`src/rtl/core/mrms_pkg.sv`:
```
// ----------------------------------------------------------------------------
// mrms_pkg - shared definitions for the multichannel RMS current meter
// Default sizes, fixed field widths, register indexes and reset values.
// ----------------------------------------------------------------------------
package mrms_pkg;

	// Default sizes of the core.
	localparam int ADC_BITS_DEF   = 10;
	localparam int CHANNELS_DEF   = 4;
	localparam int MAX_WINDOW_DEF = 4096;

	// Fraction bits of the offset filter; the filter divides by 2**FILT_SHIFT.
	localparam int FILT_SHIFT = 10;

	// Fixed field widths.
	localparam int CHAN_W         = 2;
	localparam int SAMPLE_COUNT_W = 13;
	localparam int GAIN_W         = 16;
	localparam int RMS_W          = 26;
	localparam int CFG_DATA_W     = 16;
	localparam int CFG_IDX_W      = 1;

	// Configuration register indexes.
	localparam logic [CFG_IDX_W-1:0] REG_SAMPLE_COUNT = 1'd0;
	localparam logic [CFG_IDX_W-1:0] REG_GAIN         = 1'd1;

	// Register reset values.
	localparam logic [SAMPLE_COUNT_W-1:0] SAMPLE_COUNT_RST = 13'd400;
	localparam logic [GAIN_W-1:0]         GAIN_RST         = 16'd4834;

endpackage

```
`src/rtl/core/multichannel_rms_current_meter_core.sv`:
```
// ----------------------------------------------------------------------------
// multichannel_rms_current_meter_core - RMS current meter with DC removal
// Per-channel DC offset tracking, windowed sum of squares and a bit-serial
// divide, square root and gain multiply at the end of each window.
// ----------------------------------------------------------------------------
// Usage. Each request on the slave stream carries one raw ADC sample in
// s_tdata and its channel number in s_tuser. The channel's DC offset filter
// is updated, the offset is removed and the square of the remainder is added
// to the running window sum. When the window of sample_count samples is
// complete, one result request leaves on the master stream: the RMS current
// in milliamps in m_tdata and the channel of the closing sample in m_tuser.
// Samples that do not close a window give no result.
// The squaring, the divide, the square root and the gain multiply all run
// one bit (or one bit pair) per cycle, each in its own sequencer state.
// A sample occupies the core through the filter update, the magnitude, the
// squarer and the accumulate step; s_tready is high only while the core is
// idle. A window-closing sample goes on through the long divide, the square
// root and the gain multiply before its result is registered on the master
// side. The result sits in an output register: if the receiver stalls, the
// core still takes ordinary samples, and only a second finished result waits.
// Reset clears the window, sets every offset to mid-scale and loads the
// default window length (400) and gain (4834). Configuration is written
// through cfg_we/cfg_index/cfg_data; the user must write it only while no
// sample is in flight, as the core itself does not enforce this.
// ----------------------------------------------------------------------------
module multichannel_rms_current_meter_core
	import mrms_pkg::*;
#(
	parameter int ADC_BITS   = ADC_BITS_DEF,
	parameter int CHANNELS   = CHANNELS_DEF,
	parameter int MAX_WINDOW = MAX_WINDOW_DEF
) (
	input  logic                              clk,
	input  logic                              arst_n,
	// Slave stream: one sample request.
	input  logic                              s_tvalid,
	output logic                              s_tready,
	input  logic [((ADC_BITS+7)/8)*8-1:0]     s_tdata,   // [ADC_BITS-1:0] sample
	input  logic [CHAN_W-1:0]                 s_tuser,   // [1:0] channel
	// Master stream: one result request per completed window.
	output logic                              m_tvalid,
	input  logic                              m_tready,
	output logic [((RMS_W+7)/8)*8-1:0]        m_tdata,   // [25:0] rms_ma
	output logic [CHAN_W-1:0]                 m_tuser,   // [1:0] window_channel
	// Configuration write port.
	input  logic                              cfg_we,
	input  logic [CFG_IDX_W-1:0]              cfg_index,
	input  logic [CFG_DATA_W-1:0]             cfg_data
);

	// Widths derived from the parameters.
	localparam int VW      = ADC_BITS + FILT_SHIFT;       // offset, magnitude
	localparam int DW      = VW + 1;                      // signed difference
	localparam int SQ_W    = 2 * VW;                      // one square
	localparam int SEEN_W  = $clog2(MAX_WINDOW + 1);      // sample counter
	localparam int SUM_W   = SQ_W + SEEN_W;               // window sum
	localparam int RX_W    = SUM_W + (SUM_W % 2);         // root operand, even
	localparam int ROOT_W  = RX_W / 2;
	localparam int SR_W    = ROOT_W + 1;                  // root remainder
	localparam int PROD_W  = GAIN_W + ROOT_W;             // gain product
	localparam int CNT_W   = $clog2(SUM_W);
	localparam int CH_W    = (CHANNELS > 1) ? $clog2(CHANNELS) : 1;
	localparam int CMP_W   = (SEEN_W > SAMPLE_COUNT_W) ? SEEN_W : SAMPLE_COUNT_W;
	localparam int TAGS    = 2 ** CHAN_W;
	localparam int OUT_W   = ((RMS_W + 7) / 8) * 8;

	localparam logic [VW-1:0] OFFSET_RST = VW'(1) << (VW - 1);

	// Sequencer states.
	localparam logic [3:0] S_IDLE = 4'd0;
	localparam logic [3:0] S_FILT = 4'd1;
	localparam logic [3:0] S_MAG  = 4'd2;
	localparam logic [3:0] S_SQR  = 4'd3;
	localparam logic [3:0] S_ACC  = 4'd4;
	localparam logic [3:0] S_DIV  = 4'd5;
	localparam logic [3:0] S_SQRT = 4'd6;
	localparam logic [3:0] S_GAIN = 4'd7;
	localparam logic [3:0] S_OUT  = 4'd8;

	logic [3:0]                state_q;
	logic [CNT_W-1:0]          cnt_q;
	logic [SAMPLE_COUNT_W-1:0] sample_count_q;
	logic [GAIN_W-1:0]         gain_q;
	logic [CHAN_W-1:0]         ch_in_q;
	logic [ADC_BITS-1:0]       samp_q;
	logic [VW-1:0]             off_q [CHANNELS];
	logic [VW-1:0]             mag_q;
	logic [SQ_W-1:0]           sqp_q;
	logic [SUM_W-1:0]          sum_q;
	logic [SEEN_W-1:0]         seen_q;
	logic [RX_W-1:0]           work_q;
	logic [SEEN_W-1:0]         rem_q;
	logic [SEEN_W-1:0]         n_q;
	logic [ROOT_W-1:0]         root_q;
	logic [SR_W-1:0]           srem_q;
	logic [PROD_W-1:0]         gp_q;
	logic                      out_valid_q;
	logic [RMS_W-1:0]          rms_q;
	logic [CHAN_W-1:0]         out_ch_q;

	// Channel tag folded onto the offset filters; a constant lookup.
	logic [CH_W-1:0] chan_map [TAGS];
	for (genvar i = 0; i < TAGS; i++) begin : g_chan_map
		assign chan_map[i] = CH_W'(i % CHANNELS);
	end

	logic [CH_W-1:0]   ch_idx;
	logic [VW-1:0]     sq_val;
	logic [VW-1:0]     off_cur;
	logic [DW-1:0]     diff;
	logic [DW-1:0]     step;
	logic [VW-1:0]     off_new;
	logic [DW-1:0]     filt;
	logic [VW-1:0]     mag;
	logic [VW:0]       sqr_upper;
	logic [SUM_W-1:0]  sum_total;
	logic [SEEN_W-1:0] seen_nx;
	logic [CMP_W-1:0]  target;
	logic              window_done;
	logic [SEEN_W:0]   rem_sh;
	logic              div_ge;
	logic [SR_W+1:0]   sr_sh;
	logic [SR_W+1:0]   sr_trial;
	logic              sr_ge;
	logic [ROOT_W:0]   gain_upper;
	logic              gain_sat;
	logic [RMS_W-1:0]  rms_val;
	logic              out_free;
	logic              cnt_last;
	logic [CNT_W-1:0]  cnt_end;

	assign ch_idx  = chan_map[ch_in_q];
	assign sq_val  = {samp_q, FILT_SHIFT'(0)};
	assign off_cur = off_q[ch_idx];

	// The filter step is an arithmetic shift, which rounds towards minus infinity.
	assign diff    = {1'b0, sq_val} - {1'b0, off_cur};
	assign step    = {{FILT_SHIFT{diff[DW-1]}}, diff[DW-1:FILT_SHIFT]};
	assign off_new = VW'({1'b0, off_cur} + step);

	// In the next state off_cur already holds the updated offset.
	assign filt = {1'b0, sq_val} - {1'b0, off_cur};
	assign mag  = filt[DW-1] ? VW'(DW'(0) - filt) : VW'(filt);

	// Shift-and-add squarer: the multiplier sits in the low half of sqp_q.
	assign sqr_upper = {1'b0, sqp_q[SQ_W-1:VW]} + (sqp_q[0] ? {1'b0, mag_q} : '0);

	assign sum_total = sum_q + SUM_W'(sqp_q);
	assign seen_nx   = seen_q + SEEN_W'(1);

	// A zero length acts as one; an over-long window is clipped.
	always_comb begin
		target = CMP_W'(sample_count_q);
		if (sample_count_q == '0) begin
			target = CMP_W'(1);
		end
		if (target > CMP_W'(MAX_WINDOW)) begin
			target = CMP_W'(MAX_WINDOW);
		end
	end
	assign window_done = CMP_W'(seen_nx) >= target;

	// Restoring divide, one quotient bit per cycle.
	assign rem_sh = {rem_q, work_q[SUM_W-1]};
	assign div_ge = rem_sh >= {1'b0, n_q};

	// Digit-by-digit square root, one bit pair per cycle.
	assign sr_sh    = {srem_q, work_q[RX_W-1 -: 2]};
	assign sr_trial = {1'b0, root_q, 2'b01};
	assign sr_ge    = sr_sh >= sr_trial;

	// Shift-and-add gain multiply: the gain sits in the low bits of gp_q.
	assign gain_upper = {1'b0, gp_q[PROD_W-1:GAIN_W]} + (gp_q[0] ? {1'b0, root_q} : '0);
	assign gain_sat   = |gp_q[PROD_W-1:FILT_SHIFT+RMS_W];
	assign rms_val    = gain_sat ? '1 : gp_q[FILT_SHIFT+RMS_W-1:FILT_SHIFT];

	assign out_free = !out_valid_q || m_tready;

	always_comb begin
		case (state_q)
			S_SQR:   cnt_end = CNT_W'(VW - 1);
			S_DIV:   cnt_end = CNT_W'(SUM_W - 1);
			S_SQRT:  cnt_end = CNT_W'(ROOT_W - 1);
			S_GAIN:  cnt_end = CNT_W'(GAIN_W - 1);
			default: cnt_end = '0;
		endcase
	end
	assign cnt_last = cnt_q == cnt_end;

	assign s_tready = state_q == S_IDLE;
	assign m_tvalid = out_valid_q;
	assign m_tdata  = OUT_W'(rms_q);
	assign m_tuser  = out_ch_q;

	// Configuration registers.
	always_ff @(posedge clk or negedge arst_n) begin
		if (!arst_n) begin
			sample_count_q <= SAMPLE_COUNT_RST;
			gain_q         <= GAIN_RST;
		end else if (cfg_we) begin
			case (cfg_index)
				REG_SAMPLE_COUNT: sample_count_q <= cfg_data[SAMPLE_COUNT_W-1:0];
				REG_GAIN:         gain_q         <= cfg_data[GAIN_W-1:0];
				default:          ;
			endcase
		end
	end

	// Sequencer and control state.
	always_ff @(posedge clk or negedge arst_n) begin
		if (!arst_n) begin
			state_q     <= S_IDLE;
			cnt_q       <= '0;
			sum_q       <= '0;
			seen_q      <= '0;
			out_valid_q <= 1'b0;
			for (int c = 0; c < CHANNELS; c++) begin
				off_q[c] <= OFFSET_RST;
			end
		end else begin
			// A new result may replace one that leaves in the same cycle.
			if (state_q == S_OUT && out_free) begin
				out_valid_q <= 1'b1;
			end else if (m_tready) begin
				out_valid_q <= 1'b0;
			end
			case (state_q)
				S_IDLE: begin
					if (s_tvalid) begin
						state_q <= S_FILT;
					end
				end
				S_FILT: begin
					off_q[ch_idx] <= off_new;
					state_q       <= S_MAG;
				end
				S_MAG: begin
					cnt_q   <= '0;
					state_q <= S_SQR;
				end
				S_SQR: begin
					cnt_q <= cnt_q + CNT_W'(1);
					if (cnt_last) begin
						state_q <= S_ACC;
					end
				end
				S_ACC: begin
					cnt_q <= '0;
					if (window_done) begin
						sum_q   <= '0;
						seen_q  <= '0;
						state_q <= S_DIV;
					end else begin
						sum_q   <= sum_total;
						seen_q  <= seen_nx;
						state_q <= S_IDLE;
					end
				end
				S_DIV: begin
					if (cnt_last) begin
						cnt_q   <= '0;
						state_q <= S_SQRT;
					end else begin
						cnt_q <= cnt_q + CNT_W'(1);
					end
				end
				S_SQRT: begin
					if (cnt_last) begin
						cnt_q   <= '0;
						state_q <= S_GAIN;
					end else begin
						cnt_q <= cnt_q + CNT_W'(1);
					end
				end
				S_GAIN: begin
					if (cnt_last) begin
						cnt_q   <= '0;
						state_q <= S_OUT;
					end else begin
						cnt_q <= cnt_q + CNT_W'(1);
					end
				end
				S_OUT: begin
					if (out_free) begin
						state_q <= S_IDLE;
					end
				end
				default: state_q <= S_IDLE;
			endcase
		end
	end

	// Serial datapath registers.
	always_ff @(posedge clk) begin
		case (state_q)
			S_IDLE: begin
				ch_in_q <= s_tuser;
				samp_q  <= s_tdata[ADC_BITS-1:0];
			end
			S_MAG: begin
				mag_q <= mag;
				sqp_q <= SQ_W'(mag);
			end
			S_SQR: begin
				sqp_q <= {sqr_upper, sqp_q[VW-1:1]};
			end
			S_ACC: begin
				work_q <= RX_W'(sum_total);
				n_q    <= seen_nx;
				rem_q  <= '0;
				srem_q <= '0;
				root_q <= '0;
				gp_q   <= PROD_W'(gain_q);
			end
			S_DIV: begin
				rem_q                <= div_ge ? SEEN_W'(rem_sh - {1'b0, n_q}) : SEEN_W'(rem_sh);
				work_q[SUM_W-1:0]    <= {work_q[SUM_W-2:0], div_ge};
			end
			S_SQRT: begin
				srem_q <= sr_ge ? SR_W'(sr_sh - sr_trial) : SR_W'(sr_sh);
				root_q <= {root_q[ROOT_W-2:0], sr_ge};
				work_q <= {work_q[RX_W-3:0], 2'b00};
			end
			S_GAIN: begin
				gp_q <= {gain_upper, gp_q[GAIN_W-1:1]};
			end
			S_OUT: begin
				if (out_free) begin
					rms_q    <= rms_val;
					out_ch_q <= ch_in_q;
				end
			end
			default: ;
		endcase
	end

`ifndef NO_ASSERTIONS
	// An accepted sample always starts the offset update in the next cycle.
	a_accept_starts: assert property (@(posedge clk) disable iff (!arst_n)
		(s_tvalid && s_tready) |=> (state_q == S_FILT))
		else $error("accepted sample did not start the filter update");

	// The window counter never runs past the longest window.
	a_seen_bound: assert property (@(posedge clk) disable iff (!arst_n)
		CMP_W'(seen_q) < CMP_W'(MAX_WINDOW))
		else $error("window counter exceeded the maximum window");

	// The divide remainder stays below the divisor.
	a_div_rem: assert property (@(posedge clk) disable iff (!arst_n)
		(state_q == S_DIV) |-> (rem_q < n_q))
		else $error("divide remainder not below divisor");

	// The square root remainder never exceeds twice the partial root.
	a_sqrt_rem: assert property (@(posedge clk) disable iff (!arst_n)
		(state_q == S_SQRT) |-> (srem_q <= {root_q, 1'b0}))
		else $error("square root remainder out of range");
`endif

endmodule

```
`config.mk`:
```
export PLATFORM = sky130hd
export DESIGN_NAME = multichannel_rms_current_meter_core
export DESIGN_NICKNAME = d
export VERILOG_FILES = /design/src/rtl/core/mrms_pkg.sv /design/src/rtl/core/multichannel_rms_current_meter_core.sv
export SDC_FILE = /design/constraint.sdc
export NUM_CORES = 1
export LEC_CHECK = 0
export BUFFER_PORTS_ARGS = -buffer_cell sky130_fd_sc_hd__buf_2
export CAP_MARGIN = 10
export CORE_MARGIN = 3
export CORE_UTILIZATION = 45
export CTS_CLUSTER_SIZE = 12
export DETAILED_ROUTE_END_ITERATION = 6
export PLACE_DENSITY_LB_ADDON = 0.1
export SYNTH_ARGS = -nofsm -noshare
export SYNTH_HDL_FRONTEND = slang
export SYNTH_SLANG_ARGS = --single-unit
```
`constraint.sdc`:
```
create_clock -name clk -period 12.2 [get_ports clk]
set_input_delay 1.22 -clock clk [delete_from_list [all_inputs] [get_ports clk]]
set_output_delay 1.22 -clock clk [all_outputs]
set_load 0.1 [all_outputs]
```
* Word level (Yosys, flattened, before mapping)
Cells that the tools add are included.
** Storage, ports and cells
- Register bits after elaboration :: 464
- Output and inout port bits :: 36
- Logic and storage cells :: 117
** Operators by class
- Add/subtract/negate cells :: 10
- Magnitude comparators :: 7
- Eq/ne operators :: 15
- Mux-type cells :: 38
- Bitwise logic cells :: 3
- Reduce and logical (&&, ||, !) cells :: 20
** Operators by type and width (number)
- one-hot mux 53 bit (3 select lines) :: 1
- two-way mux 20 bit :: 5
- one-hot mux 43 bit (2 select lines) :: 1
- bitwise mux 80 bit :: 1
- one-hot mux 40 bit (2 select lines) :: 1
- one-hot mux 28 bit (2 select lines) :: 1
- one-hot mux 27 bit (2 select lines) :: 1
- adder 53 x 40 -> 53 bit :: 1
- two-way mux 53 bit :: 1
- two-way mux 13 bit :: 4
- binary-select mux 20 bit (select 2 bit) :: 1
- demux 20 bit (select 2 bit) :: 1
- one-hot mux 4 bit (9 select lines) :: 1
- >= comparator 30 x 29 -> 1 bit :: 1
- adder 27 x 27 -> 28 bit :: 1
- two-way mux 28 bit :: 1
- subtractor 28 bit :: 1
- two-way mux 27 bit :: 1
- one-hot mux 13 bit (2 select lines) :: 1
- two-way mux 4 bit :: 6
- one-hot mux 6 bit (4 select lines) :: 1
- adder 20 x 20 -> 21 bit :: 1
- subtractor 20 x 20 -> 21 bit :: 1
- adder 20 bit :: 1
- other kinds (36) :: 57

* Depth between registers and ports, before layout
Gate-level depths: netlist (run 1).
- Depth after elaboration :: 12
- Gate-level depth with buffers :: 24
- Mapped depth without buffers :: 20

* Worst setup path before layout (run 1)
No wires, ideal clock.
- Path type :: register -> register
- From :: reg ch_in_q[0]
- To :: reg off_q[39] (netlist bit)
- Library setup time :: 0.097 ns
- Arrival :: 5.232 ns
- Data required time :: 12.103 ns
- Slack :: 6.871 ns
- Stages on the path, launching flop included :: 23
- Period minus slack after synthesis :: 5.329 ns
- Cells stage by stage :: edfxtp_1 -> buf_6 -> buf_8 -> buf_2 -> mux4_2 -> inv_1 -> ha_1 -> clkbuf_1 -> and3_1 -> and3_1 -> nand4_1 -> a41oi_1 -> o22a_1 -> inv_2 -> clkbuf_1 -> ha_1 -> clkbuf_1 -> nand2_1 -> or4_1 -> a311oi_1 -> a31oi_1 -> xnor2_1 -> o21ai_0
** Between the ends
- Word-level cells in the longest chain between the ends :: 11
** Ends and longest elaborated chain
- start: declaration :: line multichannel_rms_current_meter_core.sv:84 : logic [CHAN_W-1:0] ch_in_q;
- start signal: assignment :: line multichannel_rms_current_meter_core.sv:297 : ch_in_q <= s_tuser;
- NOT 2 -> 3 bit (not written as such) * :: line multichannel_rms_current_meter_core.sv:132 : assign ch_idx = chan_map[ch_in_q];
- binary-select mux 2 bit (select 2 bit) * :: line multichannel_rms_current_meter_core.sv:132
- two-way mux 2 bit (not written as such) * (2 in series) :: line multichannel_rms_current_meter_core.sv:132
- NOT 2 -> 3 bit (not written as such) * :: line multichannel_rms_current_meter_core.sv:134, multichannel_rms_current_meter_core.sv:234
- binary-select mux 20 bit (select 2 bit) :: line multichannel_rms_current_meter_core.sv:134 : assign off_cur = off_q[ch_idx];
- two-way mux 20 bit (not written as such) (2 in series) :: line multichannel_rms_current_meter_core.sv:134
- subtractor 20 x 20 -> 21 bit :: line multichannel_rms_current_meter_core.sv:137 : assign diff = {1'b0, sq_val} - {1'b0, off_cur};
- adder 20 bit :: line multichannel_rms_current_meter_core.sv:139 : assign off_new = VW'({1'b0, off_cur} + step);
- bitwise mux 80 bit * :: line multichannel_rms_current_meter_core.sv:234 : off_q[ch_idx] <= off_new;
- end signal: indexed assignment :: line multichannel_rms_current_meter_core.sv:234
- end: declaration :: line multichannel_rms_current_meter_core.sv:86 : logic [VW-1:0] off_q [CHANNELS];
Mark *: on every way between the ends. The rest lies on a longest branch, timed or not. The select of a mux whose other input is x is not followed.
A chain may end at the register's enable or synchronous reset.

* Worst setup path after layout (run 1)
- From :: reg ch_in_q[0]
- To :: reg off_q[79] (netlist bit)
Same word-level chain as after synthesis.

==> flow_summary.toml, run 1 <==
[run_status]
outcome = "finished, final reports clean"

[finish]
area_growth_pct = 10.4
mostFrequentLayoutCell = "nand2_1"
final_cell_mix = "nand2_1, edfxtp_1, nor2_1, ha_1"
antenna_cells = 0
postLayoutCellArea_um2 = 31600
drive_above_1_share = 0.132
fin_util = 0.507
design.final.nets = 3082

[clock_network]
cts_buffers = 54
postCtsSetupBuffers = 0
ctsHtreeMaxLevel = 2
cts_tree = "built"
cts-resized-gates = 0
cts_hold_buf = 0
cts.sinks = 464
clk_latency_ps = 610
clk_pin_slew_ps = 60
cts.path.max_buffers = 3
clockRootBuffer = "clkbuf_16"

[worst_setup_path]
crit_type = "register to register"
path_cells = "buf_4 -> mux4_2 -> inv_1 -> ha_1 -> inv_1 -> nor2_1 -> nand4_1 -> a41oi_1 -> o22a_1 -> inv_2 -> ha_1 -> a21o_1 -> a21o_1 -> a21oi_1 -> nor2_1 -> a211oi_1 -> a311oi_1 -> a31oi_1 -> xnor2_1 -> o21ai_0"
critPathMaxFanout = 25
cp_data_required_time_ps = 12680
crit_buf_inv = 4
end_kind = "register"
cp_slowest_cell = "mux4_2"
critPathLaunchType = "register"
cp_data_arrival_time_ps = 6520
cp_top_family = "compound AO/OA/AOI/OAI gates"
max_stage_delay_ps = 720

[place]
place_ws_ps = 6240
gp_congestion = 0.867
placed_area_um2 = 29700
io_buffers = 63
dp_hpwl_mm = 50.1

[yosys]
synth_top_area_frac = 0.292
avgSynthCellArea_um2 = 10.1
syn-cell-area_um2 = 28600
synth-async-reset-ratio = 0.401
yosysWarnings = 0
synth_edf_count = 278
ys_seq_area_frac = 0.455
synth_flop_cell = "edfxtp_1"
ys_seq_elements = 464
syn_inst = 2836
yosys.area.top_type = "edfxtp_1"
synth_area_leaders = "edfxtp_1, dfrtp_1, ha_1"
synth.distinct_cells = 86

[global_routing]
grt_overflow = 0
grt_pass1_vias = 21100
grt_max_degree = 105
antenna_found_initial = 1
grt_first_pass_wirelength_mm = 115
gr-usage-all-layers = 0.212

[drt]
firstDrtPassIters = 5
route.vias.total = 21600
drc = 0
drtAntennaViolNets = 0
drt_iter0_drc = 1594
wl_mm = 71.4
vias_per_cell = 5.75
wl_per_cell_um = 19.1

[run]
drv_cap = 0

[timing]
finClkSkew_ps = 23.1
post-route-period-util = 0.495
period_minus_slack_ps = 6040
timing.final.ws_setup_ps = 6160
rsz0062_at_grt = "false"
finalMaxSlewViolations = 0
setup-violations-final = 0
finalHoldViolations = 0
relSlewSlack = 0.206
setup-tns-final_ps = 0
tightestPinTransition_ps = 1190
fmax_mhz = 166

[hold_path]
hp-class = "register to register"

[pwr]
ir_drop_mv = 0.201
swShare = 0.448
power.net_switching_w = 0.00441
internal_power_w = 0.00544
clkPwrFrac = 0.164
p_comb_frac = 0.571
seqPwrFrac = 0.264
pwr_density_cell_nw_per_um2 = 312
leakage_nw = 13.0

[floorplanning]
dieArea_um2 = 66600
rows = 91
die_w_um = 258
die_y_um = 258
boundaryPins = 76
start_util = 0.459
core_um2 = 62300
## final cells by class
type | count | area (um^2)
clock buffer | 76 | 1590
multi-input combinational | 2146 | 14700
tap | 837 | 1050
timing repair buffer | 99 | 631
sequential | 464 | 13000
clock inverter | 26 | 201
inverter | 99 | 372
fill | 5739 | 30700
## Yosys cell counts (18+ instances only)
library cell  instances
o31ai_1              35
o21ai_0             172
clkbuf_1            103
a31oi_1              24
a21oi_1             154
nor4_1               18
and2_1               58
o21a_1               24
edfxtp_1            278
inv_1                97
a211oi_1             29
and3_1               25
mux2_2               89
ha_1                173
nand3_1              59
or3_1                18
xnor2_1             112
xor2_1               74
dfrtp_1             173
or2_2                34
a22oi_1              36
mux4_2               20
nor3_1               54
nand2_1             317
nor2_1              247
nand2b_1             18
mux2i_1              35
nor2b_1              23
nand4_1              24
a21o_1               73
## power by group through the flow
stage	clock, W	combinational (W)	sequential, W
global route	0.00173	0.00625	0.00265
CTS	0.00167	0.00559	0.00261
global placement	0	0.00544	0.00262
floorplan	0	0.00425	0.00254
finish	0.00162	0.00563	0.00261
detailed placement	0	0.00555	0.00264
## worst reg2reg max path, stage by stage (launching register included)
cell,delay (ps)
edfxtp_1,340
buf_4,420
mux4_2,730
inv_1,170
ha_1,230
inv_1,110
nor2_1,330
nand4_1,180
a41oi_1,370
o22a_1,580
inv_2,350
ha_1,430
a21o_1,210
a21o_1,180
a21oi_1,180
nor2_1,70
a211oi_1,320
a311oi_1,210
a31oi_1,230
xnor2_1,200
o21ai_0,120
## flip-flops by register name, summed over array words and instances (netlist names), 13 cells and up
register	flops
sqp_q	40
rem_q	13
mag_q	20
work_q	54
seen_q	13
root_q	27
srem_q	28
sum_q	53
off_q	80
gain_q	16
sample_count_q	13
rms_q	26
gp_q	43
n_q	13
## cell families (layout without fill, tap and decap cells)
logic type / Yosys count / count (layout) / share of synthesized area
other: 1 / 6 / 0.000131
buffers and inverters: 231 / 300 / 0.0334
XOR/XNOR: 186 / 186 / 0.0570
multiplexers: 144 / 144 / 0.0631
AND/OR/NAND/NOR: 936 / 936 / 0.154
flip-flops: 464 / 464 / 0.455
AO/OA/AOI/OAI: 696 / 696 / 0.158
adder cells (fa/ha/maj): 178 / 178 / 0.0792
## through the flow
| step | power (W) | hold WS (ps) | instances |
|---|---|---|---|
| after floorplan | 0.00679 | 428 | 2841 |
| after global placement | 0.00806 | 430 | 3642 |
| after detailed placement | 0.00819 | 447 | 3642 |
| after CTS | 0.00987 | 456 | 3744 |
| after global routing | 0.0106 | 460 | 3747 |
| final | 0.00986 | 454 | 3747 |
## worst paths after layout
path,start,endpoint,slack (ps),cells past startpoint
min,ch_in_q[1],m_tuser[1],450,0
min in group asynchronous,arst_n,sum_q[35],700,1
max in group asynchronous,arst_n,off_q[37],9770,2
max reg2reg,ch_in_q[0],off_q[79],6160,20
max,ch_in_q[0],off_q[79],6160,20
min reg2reg,ch_in_q[1],m_tuser[1],450,0
## per-layer routing
layer | vias to the layer above | GRT usage | share of wire
met5 | - | 0 | 0
met4 | 0 | 0.0445 | 0.018
li1 | 10400 | - | -
met2 | 445 | 0.335 | 0.45
met1 | 10600 | 0.311 | 0.49
met3 | 95 | 0.0299 | 0.043
Power figures use the tool's default switching activity.
==> run 2: changes to the inputs <==
==> constraint.sdc (replaced) <==
create_clock -name clk -period 4.9 [get_ports clk]
set_input_delay 0.49 -clock clk [delete_from_list [all_inputs] [get_ports clk]]
set_output_delay 0.49 -clock clk [all_outputs]
set_load 0.1 [all_outputs]
==> run 2 against run 1 <==
Against the previous run:
- the flow now finishes with violations (hold timing, setup timing)
- total power grew to 2.7 times the previous value
- critical path depth shrank 1
- worst hold slack lost 460 ps
- count of clock-buffer cells in the layout is the same
- die area is the same
- sequential share of layout area shrank 1.2 points
- clock power grew 140%
- flip-flop and latch count is the same
- wire length grew 3.2%
- final area grew 3.1%
- global-route usage grew 0.73 points
- final cell count grew 2.5%
- critical endpoint is now off_q[57]
- largest power group unchanged
==> flow_summary.toml, run 2 (same netlist as run 1, synthesis figures left out) <==
[global_routing]
grt_first_pass_wirelength_mm = 119
grt_overflow = 0
use_met1 = 0.310
globalRoute.busiestLayer = "met2"
gr-usage-all-layers = 0.219
grtUsageMet2 = 0.357
antenna_found_initial = 0
grt_max_degree = 116
grt_use_met3 = 0.0304
grt_pass1_vias = 21800

[drt]
route.vias.total = 21900
wl_per_cell_um = 19.2
drt_iter0_drc = 1616
vias_per_cell = 5.71
drtAntennaViolNets = 0
firstDrtPassIters = 5
wl_mm = 73.7
drc = 0

[timing]
finClkSkew_ps = 32.1
finalHoldViolations = 2
fin_hold_ws_ps = -7.65
relSlewSlack = 0.211
tightestPinTransition_ps = 1180
setup-violations-final = 3
period_minus_slack_ps = 4930
rsz0062_at_grt = "true"
finalMaxSlewViolations = 0
fmax_mhz = 203
setup-tns-final_ps = -55.0
timing.final.ws_setup_ps = -25.4
post-route-period-util = 1.01

[finish]
antenna_cells = 0
postLayoutCellArea_um2 = 32500
multiInputGateArea_um2 = 15000
seq_area_um2 = 13000
drive_above_1_share = 0.167
largest_reg_flops = 80
nFillCells = 5675
top_regs = "off_q (80), work_q (54), sum_q (53)"
design.final.nets = 3177
final_cell_mix = "nand2_1, edfxtp_1, nor2_1, dfrtp_1, o21ai_0"
regMostFlops = "off_q"
area_growth_pct = 13.8
mostFrequentLayoutCell = "nand2_1"

[place]
placed_area_um2 = 30400
gp_congestion = 0.870
place_ws_ps = -152
dp_hpwl_mm = 52.3
io_buffers = 63

[clock_network]
clk_latency_ps = 620
cts.sinks = 464
cts_hold_buf = 0
cts_buffers = 53
clockRootBuffer = "clkbuf_16"
clk_pin_slew_ps = 60
cts_tree = "built"
cts.path.max_buffers = 3
ctsHtreeMaxLevel = 2

[hold_path]
hp-class = "input pin to async pin"

[floorplanning]
start_util = 0.459
core_um2 = 62300
die_w_um = 258
die_y_um = 258
rows = 91
boundaryPins = 76
dieArea_um2 = 66600

[worst_setup_path]
crit_type = "register to register"
ff2ff_setup_slack_ps = -30
max_stage_delay_ps = 580
critPathLaunchType = "register"
cp_slowest_cell = "or4_4"
cp_data_arrival_time_ps = 5420
critPathMaxFanout = 5
cp_data_required_time_ps = 5400
path_cells = "buf_12 -> buf_12 -> mux4_2 -> or4_4 -> nor4_4 -> o31a_1 -> nor2_2 -> xor2_1 -> inv_1 -> ha_4 -> o21a_1 -> o211ai_1 -> a2bb2oi_2 -> o31ai_4 -> or4_4 -> a311oi_4 -> buf_4 -> xor2_2 -> mux2_2"
end_kind = "register"

[pwr]
leakage_nw = 13.5
total_power_w = 0.0267
pwr_density_cell_nw_per_um2 = 821
ir_drop_mv = 0.639

[run_status]
violations = "hold timing, setup timing"
outcome = "finished with violations"

[run]
drv_cap = 0
run 2: changes by cell type in the layout (fill, tap and decap cells not counted), moves of 4 or more:
| cell | change |
|---|---|
| buf_4 | +85 |
| buf_6 | +8 |
| clkbuf_1 | +8 |
| ha_1 | -8 |
| clkbuf_8 | -7 |
| o21ai_0 | -5 |
| ha_2 | +4 |
| ha_4 | +4 |
| o21ai_1 | +4 |
run 2: worst max-delay path, delay by kind of cell, from the launching register on:
kind | cells | cell delay (ps)
adder cells (fa/ha/maj) | 1 | 280
AND/OR/NAND/NOR | 4 | 1390
XOR/XNOR | 2 | 250
multiplexers | 2 | 790
flip-flops | 1 | 410
buffers and inverters | 4 | 570
AO/OA/AOI/OAI | 6 | 1120
run 2: worst paths after layout:
path                             from                 to  cells after the start
min in group clk           s_tdata[1]          samp_q[1]                      1
hold / removal                 arst_n          sum_q[35]                      1
max in group asynchronous      arst_n  sample_count_q[8]                      2
setup reg to reg           ch_in_q[0]          off_q[57]                     19
setup / recovery           ch_in_q[0]          off_q[57]                     19
hold reg to reg             off_q[39]          off_q[39]                      2
run 2: timing repair:
item | in CTS | in global routing
pin swaps | 4 | 19
gates cloned | 0 | 1
resized for setup | 10 | 45
hold endpoints to repair | 0 | 0
setup endpoints to repair | 15 | 26
buffers inserted | 1 | 24
run 2: layer usage:
layer | share of wire | vias up
li1 | - | 10600
met2 | 0.46 | 496
met4 | 0.024 | 0
met3 | 0.046 | 105
met5 | 0 | -
met1 | 0.47 | 10700
run 2: area by class of cell:
type / count / area share
inverters: 99 / 0.0114
flip-flops and latches: 464 / 0.400
clock inverters: 24 / 0.00665
repair buffers: 195 / 0.0435
multi-input cells: 2146 / 0.460
well taps: 837 / 0.0322
clock buffers: 76 / 0.0459
run 2: per-stage QoR:
step            util  hold slack (ps)  instances
6_report       0.523            -7.65       3841
5_1_grt        0.523             6.23       3841
4_1_cts        0.516           0.0753       3816
3_5_place_dp   0.487              462       3715
3_3_place_gp   0.487              454       3715
2_1_floorplan      -              194       2841
run 2: power by group:
group,switching (W),internal [W]
clock,0.00168,0.00224
sequential,0.000670,0.00588
combinational,0.00937,0.00686
total,0.0117,0.0150
==> run 3: changes to the inputs <==
--- a/config.mk
+++ b/config.mk
@@ -11,6 +11,7 @@
 export CORE_UTILIZATION = 45
 export CTS_CLUSTER_SIZE = 12
 export DETAILED_ROUTE_END_ITERATION = 6
+export GPL_TIMING_DRIVEN = 0
 export PLACE_DENSITY_LB_ADDON = 0.1
 export SYNTH_ARGS = -nofsm -noshare
 export SYNTH_HDL_FRONTEND = slang
==> run 3 against run 2 <==
Against the previous run:
- the run ends with setup timing left
- register-to-register slack got worse by 180 ps
- count of clock-buffer cells in the layout increased by 5
- sequential share of layout area fell by 0.55 points
- final cell count increased by 1.7%
- worst hold slack better by 73 ps
- critical path depth is 3 higher
- die area did not move
- flip-flop and latch count unchanged
- critical path type unchanged
- critical endpoint is now off_q[39]
==> flow_summary.toml, run 3 (same netlist as run 1, synthesis figures left out) <==
[run_status]
outcome = "finished with violations"
violations = "setup timing"

[clock_network]
ctsHtreeMaxLevel = 2
cts.path.max_buffers = 3
clk_pin_slew_ps = 60
clockRootBuffer = "clkbuf_16"
cts.sinks = 464
clk_latency_ps = 600
cts_buffers = 54
cts_tree = "built"

[drt]
wl_per_cell_um = 19.7
drt_iter0_drc = 1603
vias_per_cell = 5.75
drc = 0
drtAntennaViolNets = 0
wl_mm = 77.2
route.vias.total = 22500
firstDrtPassIters = 5

[run]
drv_cap = 0

[global_routing]
grt_first_pass_wirelength_mm = 122
grt_overflow = 0
antenna_found_initial = 1
grt_pass1_vias = 22000
grt_max_degree = 123
gr-usage-all-layers = 0.227

[place]
gp_congestion = 0.882
io_buffers = 63
dp_hpwl_mm = 57.1

[finish]
antenna_cells = 0
largest_reg_flops = 80
mostFrequentLayoutCell = "nand2_1"
final_cell_mix = "nand2_1, edfxtp_1, nor2_1, dfrtp_1, o21ai_0"
drive_above_1_share = 0.158
area_growth_pct = 15.4
design.final.nets = 3244
regMostFlops = "off_q"
top_regs = "off_q (80), work_q (54), sum_q (53)"

[floorplanning]
die_y_um = 258
dieArea_um2 = 66600
start_util = 0.459
rows = 91
core_um2 = 62300
boundaryPins = 76
die_w_um = 258

[timing]
period_minus_slack_ps = 5100
fmax_mhz = 196
relSlewSlack = 0.196
finalHoldViolations = 0
post-route-period-util = 1.04
tightestPinTransition_ps = 1200
setup-violations-final = 9
fin_hold_ws_ps = 65.3
rsz0062_at_grt = "true"
finalMaxSlewViolations = 0
finClkSkew_ps = 17.1
timing.final.ws_setup_ps = -204

[worst_setup_path]
crit_type = "register to register"
ff2ff_path_depth = 22
crit_end = "off_q[39]"
reg2reg_to = "off_q[39]"
critPathLaunchType = "register"
ff2ff_setup_slack_ps = -200
end_kind = "register"
cp_data_required_time_ps = 5390
critPathMaxFanout = 7
rr_startpoint = "ch_in_q[0]"
cp_data_arrival_time_ps = 5600
crit_path_start = "ch_in_q[0]"

[hold_path]
hp-class = "input pin to register"
## run 3: worst min-delay path by stage
stage	from	to	slack, ps	depth (start not counted)
5_1_grt	s_tdata[7]	samp_q[7]	40	1
6_report	s_tdata[8]	samp_q[8]	70	1
2_1_floorplan	arst_n	cnt_q[0]	190	0
3_3_place_gp	ch_in_q[1]	m_tuser[1]	440	0
4_1_cts	s_tdata[1]	samp_q[1]	30	1
3_5_place_dp	ch_in_q[1]	m_tuser[1]	460	0
## run 3: routing by layer
metal	global-route usage	vias to the layer above	wire length, um
li1	-	10800	-
met1	0.333	11000	36900
met2	0.365	574	35500
met3	0.0256	82	3670
met4	0.0490	0	1190
met5	0	-	0
## run 3: worst max-delay path: stages (launching register included)
cell       delay, ps
edfxtp_1         390
buf_6            150
buf_12           120
buf_12           130
mux4_2           480
inv_2            110
ha_4             220
a21o_4           230
a22o_1           240
o31a_1           290
nor2_2           130
xor2_2           190
inv_2             80
ha_4             270
o21a_1           140
o211ai_1         130
a2bb2oi_2        200
o31ai_4          100
or4_4            460
a311oi_4         380
a31oi_2          170
xnor2_2          290
o21ai_1          100
## run 3: cell type report
class	instances	area [um^2]
well taps	837	1050
inverters	99	379
multi-input cells	2146	15100
plain buffers	127	606
flip-flops and latches	464	13000
clock inverters	20	268
repair buffers	134	963
fillers	5691	29300
clock buffers	81	1560
## run 3: per-stage QoR
step                      cell area [um^2]  worst slack [ps]  setup TNS, ps  utilization  cells
after floorplan                      28700              -131           -900            -   2841
after global placement               30000             -1840        -119310        0.482   3741
after detailed placement             30200             -1260         -30190        0.486   3752
after CTS                            32500              -200          -2080        0.522   3879
after global routing                 33000              -431          -4880        0.530   3908
final                                33000              -204          -1410        0.530   3908
## run 3: what timing repair did
| action | 4_1_cts | 5_1_grt |
|---|---|---|
| setup endpoints to repair | 48 | 37 |
| setup buffers | 28 | 28 |
| endpoints found under the hold margin | 64 | 0 |
| pin swaps | 22 | 31 |
| hold buffers | 1 | 0 |
| resized for setup | 57 | 41 |
Power of run 3 is left out: the tool's default activity adds up to more than one toggle a clock period on the data nets, which glitch-free logic cannot reach.
